**src/hw/rtl/lshr_pkg.sv**
```systemverilog
`default_nettype none
// ----------------------------------------------------------------------------
// lshr_pkg: shared types and constants of the histogram rebinner
// Field widths, command and register codes, the queue entry and helpers.
// ----------------------------------------------------------------------------
package lshr_pkg;

  localparam int ENERGY_W   = 17;
  localparam int COUNT_W    = 32;
  localparam int GE_W       = 10;
  localparam int SUM_W      = 60;
  localparam int BIN_W      = 48;
  localparam int BIN_IDX_W  = 12;   // widest bin index over the supported store depths
  localparam int CFG_IDX_W  = 2;
  localparam int CFG_DATA_W = 10;
  localparam int Q_DEPTH    = 2;
  localparam int Q_PTR_W    = 1;
  localparam int Q_CNT_W    = 2;

  typedef enum logic [1:0] {
    CMD_LOAD  = 2'd0,
    CMD_DRAIN = 2'd1,
    CMD_CLEAR = 2'd2
  } lshr_cmd_t;

  typedef enum logic [CFG_IDX_W-1:0] {
    CFG_BIN_WIDTH = 2'd0,
    CFG_PEAK_MODE = 2'd1
  } lshr_cfg_idx_t;

  typedef struct packed {
    logic [GE_W-1:0] bin_width;
    logic            peak_mode;
  } lshr_cfg_t;

  // One decoded command waiting for the back end
  typedef struct packed {
    lshr_cmd_t            cmd;
    logic [BIN_IDX_W-1:0] lo;
    logic [BIN_IDX_W-1:0] top;
    logic                 pnz;
    logic [COUNT_W-1:0]   low_add;
    logic [COUNT_W-1:0]   high_add;
  } lshr_entry_t;

  // Saturating bin add: hold at all ones on overflow
  function automatic logic [BIN_W-1:0] sat_add(input logic [BIN_W-1:0] a,
                                               input logic [COUNT_W-1:0] b);
    logic [BIN_W:0] s;
    s = {1'b0, a} + {{(BIN_W + 1 - COUNT_W){1'b0}}, b};
    return s[BIN_W] ? {BIN_W{1'b1}} : s[BIN_W-1:0];
  endfunction

endpackage
`default_nettype wire

```
**src/hw/rtl/lshr_queue.sv**
```systemverilog
`default_nettype none
// ----------------------------------------------------------------------------
// lshr_queue: short command queue
// Register FIFO between the intake and the execution side.
// ----------------------------------------------------------------------------
module lshr_queue (
  input  logic                  clk,
  input  logic                  rst_n,
  input  logic                  push,
  input  lshr_pkg::lshr_entry_t wdata,
  output logic                  full,
  input  logic                  pop,
  output logic                  valid,
  output lshr_pkg::lshr_entry_t rdata
);
  import lshr_pkg::*;

  lshr_entry_t        slot_r [Q_DEPTH];
  logic [Q_PTR_W-1:0] wr_ptr_r, wr_ptr_nxt;
  logic [Q_PTR_W-1:0] rd_ptr_r, rd_ptr_nxt;
  logic [Q_CNT_W-1:0] cnt_r, cnt_nxt;

  assign full  = (cnt_r == Q_CNT_W'(Q_DEPTH));
  assign valid = (cnt_r != '0);
  assign rdata = slot_r[rd_ptr_r];

  always_comb begin
    wr_ptr_nxt = wr_ptr_r;
    rd_ptr_nxt = rd_ptr_r;
    cnt_nxt    = cnt_r;
    if (push) begin
      wr_ptr_nxt = wr_ptr_r + 1'b1;
    end
    if (pop) begin
      rd_ptr_nxt = rd_ptr_r + 1'b1;
    end
    if (push && !pop) begin
      cnt_nxt = cnt_r + 1'b1;
    end else if (pop && !push) begin
      cnt_nxt = cnt_r - 1'b1;
    end
  end

  always_ff @(posedge clk) begin
    if (!rst_n) begin
      wr_ptr_r <= '0;
      rd_ptr_r <= '0;
      cnt_r    <= '0;
    end else begin
      wr_ptr_r <= wr_ptr_nxt;
      rd_ptr_r <= rd_ptr_nxt;
      cnt_r    <= cnt_nxt;
    end
  end

  always_ff @(posedge clk) begin
    if (push) begin
      slot_r[wr_ptr_r] <= wdata;
    end
  end

endmodule
`default_nettype wire

```
**config.mk**
```make
export PLATFORM = sky130hd
export DESIGN_NAME = lshr_queue
export DESIGN_NICKNAME = d
export VERILOG_FILES = /design/src/hw/rtl/lshr_pkg.sv /design/src/hw/rtl/lshr_queue.sv
export SDC_FILE = /design/constraint.sdc
export NUM_CORES = 1
export LEC_CHECK = 0
export BUFFER_PORTS_ARGS = -buffer_cell sky130_fd_sc_hd__clkbuf_2
export CAP_MARGIN = 20
export CELL_PAD_IN_SITES_DETAIL_PLACEMENT = 0
export CELL_PAD_IN_SITES_GLOBAL_PLACEMENT = 1
export CORE_MARGIN = 2
export CORE_UTILIZATION = 46
export CTS_BUF_LIST = sky130_fd_sc_hd__clkbuf_4
export DETAILED_ROUTE_END_ITERATION = 16
export GPL_TIMING_DRIVEN = 0
export PLACE_DENSITY = 0.85
export RECOVER_POWER = 25
export SLEW_MARGIN = 20
export SYNTH_ARGS = -nofsm -noshare
export SYNTH_HDL_FRONTEND = slang
export SYNTH_SLANG_ARGS = --single-unit
```
**constraint.sdc**
```tcl
create_clock -name clk -period 6.2 [get_ports clk]
set_input_delay 0.62 -clock clk [delete_from_list [all_inputs] [get_ports clk]]
set_output_delay 0.62 -clock clk [all_outputs]
set_load 0.02 [all_outputs]
```
==> impl_metrics.yaml <==
detailed_routing:
  vias: 3493
  vias_per_cell: 4.91
  wl_per_cell_um: 16.7
  drt-total-wl_mm: 11.9
  post-route-drc-count: 0
  first_iter_violations: 135
  detail-route-antenna-nets: 0
  dr.pass1.iters: 4
final_layout:
  multiInputGateArea_um2: 1150
  drive_gt1_frac: 0.544
  final_cells: 712
  nFillCells: 1175
  layout_common_cells: "182 x edfxtp_1, 151 x clkbuf_2, 91 x mux2_2"
  regArea_um2: 5570
  diodes: 0
  final_common_cell: "edfxtp_1"
  nNetsFinal: 611
  area_delta_synth_final_pct: 22.1
synth:
  synth_warnings: 0
  synth_cell_type_count: 17
  syn_area_um2: 6820
  synth_nets: 401
  ys_seq_area_frac: 0.816
  synth_seq_cells: 187
  synth_cells: 305
  avgSynthCellArea_um2: 22.4
place:
  place_inst: 680
  portBuffers: 187
  place_congestion: 0.717
  place_hpwl_mm: 8.03
global_route:
  grt_first_pass_wirelength_mm: 18.3
  grt_max_degree: 51
  grt_pass1_vias: 3681
  grt_use_total: 0.151
  antenna_found_initial: 0
  grt_overflow_total: 0
run_status:
  status: "completed"
timing:
  tightest_slew_ns: 0.614
  setup_viol: 0
  slew_headroom: 0.590
  rsz0062_at_grt: "no"
  final-hold-violation-count: 0
  report.final.slew_viol_count: 0
  period_share: 0.394
  period_minus_slack_ns: 2.44
  skew_ns: 0.0166
  max_freq_mhz: 409
power:
  clockPowerShare: 0.268
  p_sw_w: 0.000594
  p_leak_nw: 3.08
  p_int_w: 0.00189
  p_total_w: 0.00248
  ir_worst_vdd_v: 0.000182
  seqPwrFrac: 0.593
  p_comb_frac: 0.139
  p_per_area_nw_per_um2: 298
  p_sw_frac: 0.239
floorplan:
  start_util: 0.469
  core-area_um2: 14500
  fp.dieArea_um2: 15800
  num_rows: 44
  fp.dieH_um: 126
  die_w_um: 126
  ios: 188
worst_hold_path:
  hold_path.class: "in2reg"
setup_path:
  critical_path_required_ns: 5.58
  endpoint_kind: "output pin"
  worst_ep_arrival_time_ns: 1.82
  crit_fanout: 10
  start_kind: "flop"
  path_class: "reg2out"
clocking:
  clk_path_buf_depth: 2
  postCtsSetupBuffers: 0
  cts_made_buffers: 17
  ctsHoldBuffers: 0
  clk_latency_ns: 0.55
  root_buffer: "clkbuf_4"
  h-tree-depth: 4
  cts_num_sinks: 187
  cts-resized-gates: 0
  path_clk_slew_ns: 0.15
  cts_tree: "done"
flow_run:
  max_cap_viol_count: 0
==> state kept, by name (all words and copies together) (netlist names), named ones only <==
signal	count
cnt_r	2
slot_r	182
wr_ptr_r	1
rd_ptr_r	1
==> power groups by stage <==
stage	registers [W]	clock network [W]	logic, W
finish	0.00147	0.000666	0.000344
global route	0.00148	0.000736	0.000369
CTS	0.00147	0.000692	0.000354
detailed placement	0.00150	0	0.000352
global placement	0.00151	0	0.000336
floorplan	0.00150	0	0.000220
==> stage by stage <==
stage                     hold WS, ns  TNS, ns  instance area (um2)  worst slack [ns]  utilization
after global routing            0.173        0                 8330              3.61        0.573
final                           0.251        0                 8330              3.76        0.573
after floorplan                 0.461        0                 6820              1.03            -
after detailed placement        0.491        0                 8080              4.07        0.556
after global placement          0.473  -109.17                 7990             -1.19        0.550
after CTS                       0.182        0                 8380              3.66        0.576
==> Yosys cell counts <==
library cell | n | area [um2]
buf_6 | 9 | 101
dfxtp_1 | 5 | 100
or3_1 | 1 | 6.26
mux2_2 | 91 | 1020
nor2b_1 | 2 | 12.5
buf_4 | 1 | 7.51
xnor2_1 | 1 | 8.76
and2b_2 | 1 | 8.76
o21a_1 | 1 | 7.51
ha_1 | 1 | 12.5
and2_1 | 4 | 25.0
edfxtp_1 | 182 | 5470
xor2_1 | 2 | 17.5
inv_1 | 1 | 3.75
or2_2 | 1 | 6.26
o21ai_0 | 1 | 5.00
a21boi_1 | 1 | 7.51
==> area by class of cell <==
class	count	area share
sequential	187	0.668
multi-input combinational	107	0.138
timing repair buffer	191	0.117
tap	184	0.0276
clock inverter	13	0.0179
clock buffer	19	0.0171
buffer	10	0.0131
inverter	1	0.000451
==> critical path, stage by stage (launching register included) <==
cell and delay (ns):
dfxtp_1 0.33, buf_4 0.23, buf_6 0.20, mux2_2 0.35, clkbuf_2 0.17
==> per-layer routing <==
metal / wire length, um / share of wire / global-route usage / vias up
li1: - / - / - / 1625
met1: 4880 / 0.41 / 0.177 / 1718
met2: 5890 / 0.49 / 0.250 / 130
met3: 869 / 0.073 / 0.0582 / 20
met4: 268 / 0.023 / 0.0653 / 0
met5: 0 / 0 / 0 / -
==> cell families after synthesis <==
| family | count (synthesis) | synth area share |
|---|---|---|
| flip-flops | 187 | 0.816 |
| adder cells (fa/ha/maj) | 1 | 0.00183 |
| AND/OR/NAND/NOR | 9 | 0.00862 |
| XOR/XNOR | 3 | 0.00385 |
| AO/OA/AOI/OAI | 3 | 0.00294 |
| multiplexers | 91 | 0.150 |
| buffers and inverters | 11 | 0.0165 |
==> path summary, 6_finish.rpt <==
path,start,end,slack (ns),cells after the start
hold reg to reg,cnt_r[1]$_SDFFE_PN0P_,cnt_r[1]$_SDFFE_PN0P_,0.51,2
setup reg to reg,wr_ptr_r$_SDFFE_PN0P_,slot_r[0][78]$_DFFE_PP_,4.54,3
setup / recovery,flop,rdata[82],3.76,4
hold / removal,wdata[56],slot_r[1][56]$_DFFE_PP_,0.25,1
No activity file was read; power rests on OpenSTA's default activity.
