[src/hw/rtl/lshr_pkg.sv]
`default_nettype none
// ----------------------------------------------------------------------------
// lshr_pkg: shared types and constants of the histogram rebinner
// Field widths, command and register codes, the queue entry and helpers.
// ----------------------------------------------------------------------------
package lshr_pkg;

  localparam int ENERGY_W   = 17;
  localparam int COUNT_W    = 32;
  localparam int GE_W       = 10;
  localparam int SUM_W      = 60;
  localparam int BIN_W      = 48;
  localparam int BIN_IDX_W  = 12;   // widest bin index over the supported store depths
  localparam int CFG_IDX_W  = 2;
  localparam int CFG_DATA_W = 10;
  localparam int Q_DEPTH    = 2;
  localparam int Q_PTR_W    = 1;
  localparam int Q_CNT_W    = 2;

  typedef enum logic [1:0] {
    CMD_LOAD  = 2'd0,
    CMD_DRAIN = 2'd1,
    CMD_CLEAR = 2'd2
  } lshr_cmd_t;

  typedef enum logic [CFG_IDX_W-1:0] {
    CFG_BIN_WIDTH = 2'd0,
    CFG_PEAK_MODE = 2'd1
  } lshr_cfg_idx_t;

  typedef struct packed {
    logic [GE_W-1:0] bin_width;
    logic            peak_mode;
  } lshr_cfg_t;

  // One decoded command waiting for the back end
  typedef struct packed {
    lshr_cmd_t            cmd;
    logic [BIN_IDX_W-1:0] lo;
    logic [BIN_IDX_W-1:0] top;
    logic                 pnz;
    logic [COUNT_W-1:0]   low_add;
    logic [COUNT_W-1:0]   high_add;
  } lshr_entry_t;

  // Saturating bin add: hold at all ones on overflow
  function automatic logic [BIN_W-1:0] sat_add(input logic [BIN_W-1:0] a,
                                               input logic [COUNT_W-1:0] b);
    logic [BIN_W:0] s;
    s = {1'b0, a} + {{(BIN_W + 1 - COUNT_W){1'b0}}, b};
    return s[BIN_W] ? {BIN_W{1'b1}} : s[BIN_W-1:0];
  endfunction

endpackage
`default_nettype wire

[src/hw/rtl/lshr_front.sv]
`default_nettype none
// ----------------------------------------------------------------------------
// lshr_front: command intake and decode
// Accepts commands, clamps the energy, splits the count and feeds the queue.
// ----------------------------------------------------------------------------
module lshr_front #(
  parameter int NUM_BINS  = 512,
  parameter int FRAC_BITS = 8
) (
  input  logic                           clk,
  input  logic                           rst_n,
  input  logic                           in_valid,
  output logic                           in_stall,
  input  logic [1:0]                     in_command,
  input  logic [lshr_pkg::ENERGY_W-1:0]  in_energy,
  input  logic [lshr_pkg::COUNT_W-1:0]   in_count_in,
  input  logic                           sweep_busy,
  input  logic                           q_full,
  output logic                           q_push,
  output lshr_pkg::lshr_entry_t          q_wdata
);
  import lshr_pkg::*;

  localparam int AW  = $clog2(NUM_BINS);
  localparam int IW  = ENERGY_W - FRAC_BITS;
  localparam int PRW = COUNT_W + FRAC_BITS;

  logic                 accept;
  logic                 keep;
  lshr_cmd_t            cmd_c;
  logic [IW-1:0]        ipart;
  logic [FRAC_BITS-1:0] fpart;
  logic [31:0]          ipart_ext;
  logic                 clamp;
  logic [AW-1:0]        lo_c;
  logic [FRAC_BITS-1:0] p_c;
  logic                 pnz_c;
  logic [AW-1:0]        top_c;
  logic [PRW-1:0]       prod_c;

  logic                 stg_v_r, stg_v_nxt;
  lshr_cmd_t            stg_cmd_r;
  logic [AW-1:0]        stg_lo_r;
  logic [AW-1:0]        stg_top_r;
  logic                 stg_pnz_r;
  logic [COUNT_W-1:0]   stg_count_r;
  logic [COUNT_W-1:0]   stg_high_r;

  assign ipart     = in_energy[ENERGY_W-1:FRAC_BITS];
  assign fpart     = in_energy[FRAC_BITS-1:0];
  assign ipart_ext = 32'(ipart);

  // An energy whose ceiling leaves the store pins to the top bin, no fraction
  assign clamp = (ipart_ext > 32'(NUM_BINS - 1)) ||
                 ((ipart_ext == 32'(NUM_BINS - 1)) && (fpart != '0));
  assign lo_c  = clamp ? AW'(NUM_BINS - 1) : ipart_ext[AW-1:0];
  assign p_c   = clamp ? '0 : fpart;
  assign pnz_c = (p_c != '0);
  assign top_c = lo_c + {{(AW-1){1'b0}}, pnz_c};
  assign prod_c = PRW'(in_count_in) * PRW'(p_c);

  always_comb begin
    keep  = 1'b0;
    cmd_c = CMD_LOAD;
    unique case (in_command)
      CMD_LOAD:  begin keep = 1'b1; cmd_c = CMD_LOAD;  end
      CMD_DRAIN: begin keep = 1'b1; cmd_c = CMD_DRAIN; end
      CMD_CLEAR: begin keep = 1'b1; cmd_c = CMD_CLEAR; end
      default:   keep = 1'b0;  // unused code: drop
    endcase
  end

  assign q_push   = stg_v_r && !q_full;
  assign in_stall = sweep_busy || (stg_v_r && q_full);
  assign accept   = in_valid && !in_stall;

  always_comb begin
    stg_v_nxt = stg_v_r;
    if (q_push) begin
      stg_v_nxt = 1'b0;
    end
    if (accept && keep) begin
      stg_v_nxt = 1'b1;
    end
  end

  always_ff @(posedge clk) begin
    if (!rst_n) begin
      stg_v_r <= 1'b0;
    end else begin
      stg_v_r <= stg_v_nxt;
    end
  end

  always_ff @(posedge clk) begin
    if (accept && keep) begin
      stg_cmd_r   <= cmd_c;
      stg_lo_r    <= lo_c;
      stg_top_r   <= top_c;
      stg_pnz_r   <= pnz_c;
      stg_count_r <= in_count_in;
      stg_high_r  <= prod_c[PRW-1:FRAC_BITS];
    end
  end

  always_comb begin
    q_wdata.cmd      = stg_cmd_r;
    q_wdata.lo       = BIN_IDX_W'(stg_lo_r);
    q_wdata.top      = BIN_IDX_W'(stg_top_r);
    q_wdata.pnz      = stg_pnz_r;
    q_wdata.low_add  = stg_count_r - stg_high_r;
    q_wdata.high_add = stg_high_r;
  end

endmodule
`default_nettype wire

[config.mk]
export PLATFORM = sky130hd
export DESIGN_NAME = lshr_front
export DESIGN_NICKNAME = d
export VERILOG_FILES = /design/src/hw/rtl/lshr_pkg.sv /design/src/hw/rtl/lshr_front.sv
export SDC_FILE = /design/constraint.sdc
export NUM_CORES = 1
export LEC_CHECK = 0
export BUFFER_PORTS_ARGS = -buffer_cell sky130_fd_sc_hd__buf_2
export CAP_MARGIN = 20
export CORE_ASPECT_RATIO = 1.25
export CORE_UTILIZATION = 55
export CTS_CLUSTER_DIAMETER = 150
export DETAILED_ROUTE_END_ITERATION = 12
export HOLD_SLACK_MARGIN = 0.1
export PLACE_DENSITY = 0.88
export SYNTH_ARGS = -nofsm -noshare
export SYNTH_HDL_FRONTEND = slang
export SYNTH_SLANG_ARGS = --single-unit
[constraint.sdc]
create_clock -name clk -period 7.73 [get_ports clk]
set_input_delay 1.546 -clock clk [delete_from_list [all_inputs] [get_ports clk]]
set_output_delay 1.546 -clock clk [all_outputs]
set_load 0.005 [all_outputs]
==> flow_metrics.py <==
metrics = {
    "outcome": {
        "status": "finished, final reports clean",
    },
    "global_route": {
        "grt-ovfl-total": 0,
        "antenna_found_initial": 0,
        "grt_usage_pct": 26.36,
        "grt_max_degree": 87,
        "grt_pass1_vias": 9686,
        "grt_first_pass_wirelength_mm": 46.77,
    },
    "synthesis": {
        "ys_seq_area_share_pct": 21.12,
        "synth_edf_count": 85,
        "syn_inst": 1236,
        "ys.flop_type": "edfxtp_1",
        "synthTopCellsByCount": "211 x inv_1, 206 x and2_1, 180 x fa_1, 90 x ha_1, 85 x edfxtp_1",
        "synth_area_um2": 12180,
        "synth_most_common_cell": "inv_1",
        "synthDistinctLibCells": 66,
        "async_flop_share_pct": 0,
        "syn_avg_cell_area_um2": 9.853,
        "synth.area.top_cells": "fa_1 30%, edfxtp_1 21%, and2_1 11%, ha_1 9.2%, inv_1 6.5%",
        "synth_top_area_cell": "fa_1",
        "synth_warnings": 0,
        "synth_top_area_share_pct": 29.59,
        "ys_seq_elements": 86,
    },
    "placed_design": {
        "dpl_worst_slack_ns": -0.1691,
        "port_buffers": 142,
        "dpl-instance-area_um2": 13190,
        "hpwl_mm": 22.47,
        "gp_congestion": 0.9287,
    },
    "power_and_ir_drop": {
        "p_switching_mw": 2.096,
        "seqPwrFrac_pct": 17.2,
        "p_leak_nw": 6.481,
        "pwr-share-comb_pct": 72.9,
        "worst_ir_drop_vdd_mv": 0.1754,
        "switching_share_pct": 45.86,
        "clkPwrFrac_pct": 9.8,
        "p_int_mw": 2.475,
        "total_power_mw": 4.571,
        "p_per_area_nw_per_um2": 338.4,
    },
    "worst_setup_path": {
        "crit_buf_inv": 4,
        "slowest_stage": "nor2b_1",
        "crit_path_start_kind": "input port",
        "cp.arrival_ns": 7.54,
        "worstPathCellList": "buf_2, nand3_1, or2_2, nor2_2, nor2b_1, buf_4, and2_1, fa_1, fa_1, fa_1, inv_1, fa_1, inv_1, ha_1, a21o_1, a21o_1, a21o_1, nor4_1, o21ai_2, and3_4, o2111ai_2, nand2_1, xnor2_1",
        "crit_type": "input port to flip-flop",
        "cp-end-kind": "flip-flop",
        "crit_path_max_fanout": 18,
        "worstPathRequired_ns": 7.84,
        "cpPeakStageDelay_ns": 0.72,
        "crit_top_cell": "fa_1",
        "crit_family": "adder cells",
    },
    "clocking": {
        "post-cts-setup-buffers": 0,
        "cts-root-buf": "clkbuf_16",
        "cts_buffers": 9,
        "htree_num_levels": 3,
        "hold_buffers": 0,
        "clock_latency_ns": 0.36,
        "clock_sinks": 86,
        "clkTransAtPathRegs_ns": 0.07,
        "cts_tree": "built",
        "cts_buffer_depth": 2,
    },
    "sta": {
        "period_needed_ns": 7.428,
        "worst_pin_slew_ns": 1.065,
        "fmax_mhz": 134.6,
        "grt_setup_unrepaired": "no",
        "slew_headroom_pct": 29.00,
        "fin_crit_sh_pct": 96.10,
        "tns_ns": 0,
        "finClkSkew_ns": 0.006676,
        "hold_viol_final": 0,
        "final-setup-viol-count": 0,
        "fin_ws_ns": 0.3017,
        "final_max_slew_viol_count": 0,
    },
    "detailed_routing": {
        "drt-initial-drc-count": 535,
        "vias_per_cell": 5.560,
        "wirelength_mm": 28.20,
        "antenna_left": 0,
        "vias": 9157,
        "drc": 0,
        "firstDrtPassIters": 5,
        "avgRoutedWirePerCell_um": 17.12,
    },
    "cells_and_area": {
        "nets": 1689,
        "antenna_cells": 0,
        "area.growth.synth_to_final_pct": 10.92,
        "nFillCells": 1698,
        "drive_gt1_share_pct": 14.55,
        "final_cell_area_um2": 13510,
    },
    "floorplanning": {
        "io_pins": 149,
        "die_h_um": 168.4,
        "num_rows": 60,
        "start_util_pct": 56.33,
        "die_x_um": 135.1,
        "die_area_um2": 22740,
        "core_area_um2": 21620,
    },
    "job": {
        "max_cap_violations": 0,
    },
    "worst_hold_path": {
        "hold_path_class": "flip-flop to flip-flop",
    },
}
## final cells by class
cell class / count / area (um2) / area share, %
clock inverter: 5 / 56.30 / 0.4168
timing repair buffer: 154 / 825.8 / 6.113
sequential: 86 / 2572 / 19.04
multi-input combinational: 901 / 8660 / 64.11
clock buffer: 11 / 252.7 / 1.871
tap: 279 / 349.1 / 2.584
inverter: 211 / 792.0 / 5.863
## what timing repair did
item                                    in CTS  in global routing
gates resized for setup                      0                  4
endpoints found under the setup margin       0                  9
hold endpoints to repair                     0                  0
## per-stage QoR
| stage | hold slack [ns] | instances | util [%] |
|---|---|---|---|
| final | 0.6176 | 1647 | 62.48 |
| after detailed placement | 0.5977 | 1631 | 61.00 |
| after global placement | 0.5695 | 1631 | 61.00 |
| after global routing | 0.6772 | 1647 | 62.48 |
| after CTS | 0.6187 | 1647 | 62.43 |
| after floorplan | 0.5554 | 1241 | - |
## worst reg2reg max path, cell delays in order, from the launching register on
cell     delay (ns)
dfxtp_1        0.31
and2_1         0.14
nor2_1         0.13
and3_4         0.19
buf_4          0.78
## flip-flops by register name (all words and copies together) (netlist names)
| name | count |
|---|---|
| stg_count_r | 32 |
| stg_top_r | 9 |
| stg_lo_r | 9 |
| stg_pnz_r | 1 |
| stg_high_r | 32 |
| stg_cmd_r | 2 |
| stg_v_r | 1 |
## cells by family (layout without fill, tap and decap cells)
group	Yosys count	in the layout	synth area share, %
adder cells (fa/ha/maj)	270	270	38.84
AND/OR/NAND/NOR	396	396	17.97
XOR/XNOR	63	63	4.531
multiplexers	1	1	0.08220
other	1	6	0.03079
flip-flops	86	86	21.12
AO/OA/AOI/OAI	165	165	9.381
buffers and inverters	254	381	8.045
## final timing paths
path	depth (start not counted)	startpoint	slack [ns]	end
worst min register to register	2	stg_v_r	0.62	stg_v_r
worst min-delay path	2	stg_v_r	0.62	stg_v_r
worst max-delay path	23	in_energy[13]	0.30	stg_high_r[29]
worst max register to register	4	stg_v_r	5.73	stg_top_r[3]
## power groups by stage
stage / sequential [mW] / clock [mW] / combinational, mW
floorplan: 0.797 / 0 / 2.39
global placement: 0.798 / 0 / 3.13
detailed placement: 0.798 / 0 / 3.27
CTS: 0.788 / 0.457 / 3.31
global route: 0.797 / 0.473 / 3.72
finish: 0.788 / 0.450 / 3.33
## layer usage
| metal | routed length, um | up-vias | part of all wire, % | global-route usage [%] |
|---|---|---|---|---|
| li1 | - | 4191 | - | - |
| met1 | 11230 | 4543 | 40 | 32.27 |
| met2 | 14440 | 358 | 51 | 46.67 |
| met3 | 1729 | 65 | 6.1 | 3.613 |
| met4 | 794 | 0 | 2.8 | 10.16 |
| met5 | 0 | - | 0 | 0 |
## placed cells by master (no fill, tap or decap), drive strengths merged, types with 7 or more instances in the layout
master	instances
a21o	21
a21oi	54
and2	206
and3	9
buf	154
clkbuf	11
edfxtp	85
fa	180
ha	90
inv	212
nand2	79
nand3	13
nand4	7
nor2	37
nor2b	18
nor3	9
o21a	9
o21ai	28
o21bai	11
xnor2	42
xor2	21
Note: power is estimated with default switching activity, not from simulation.
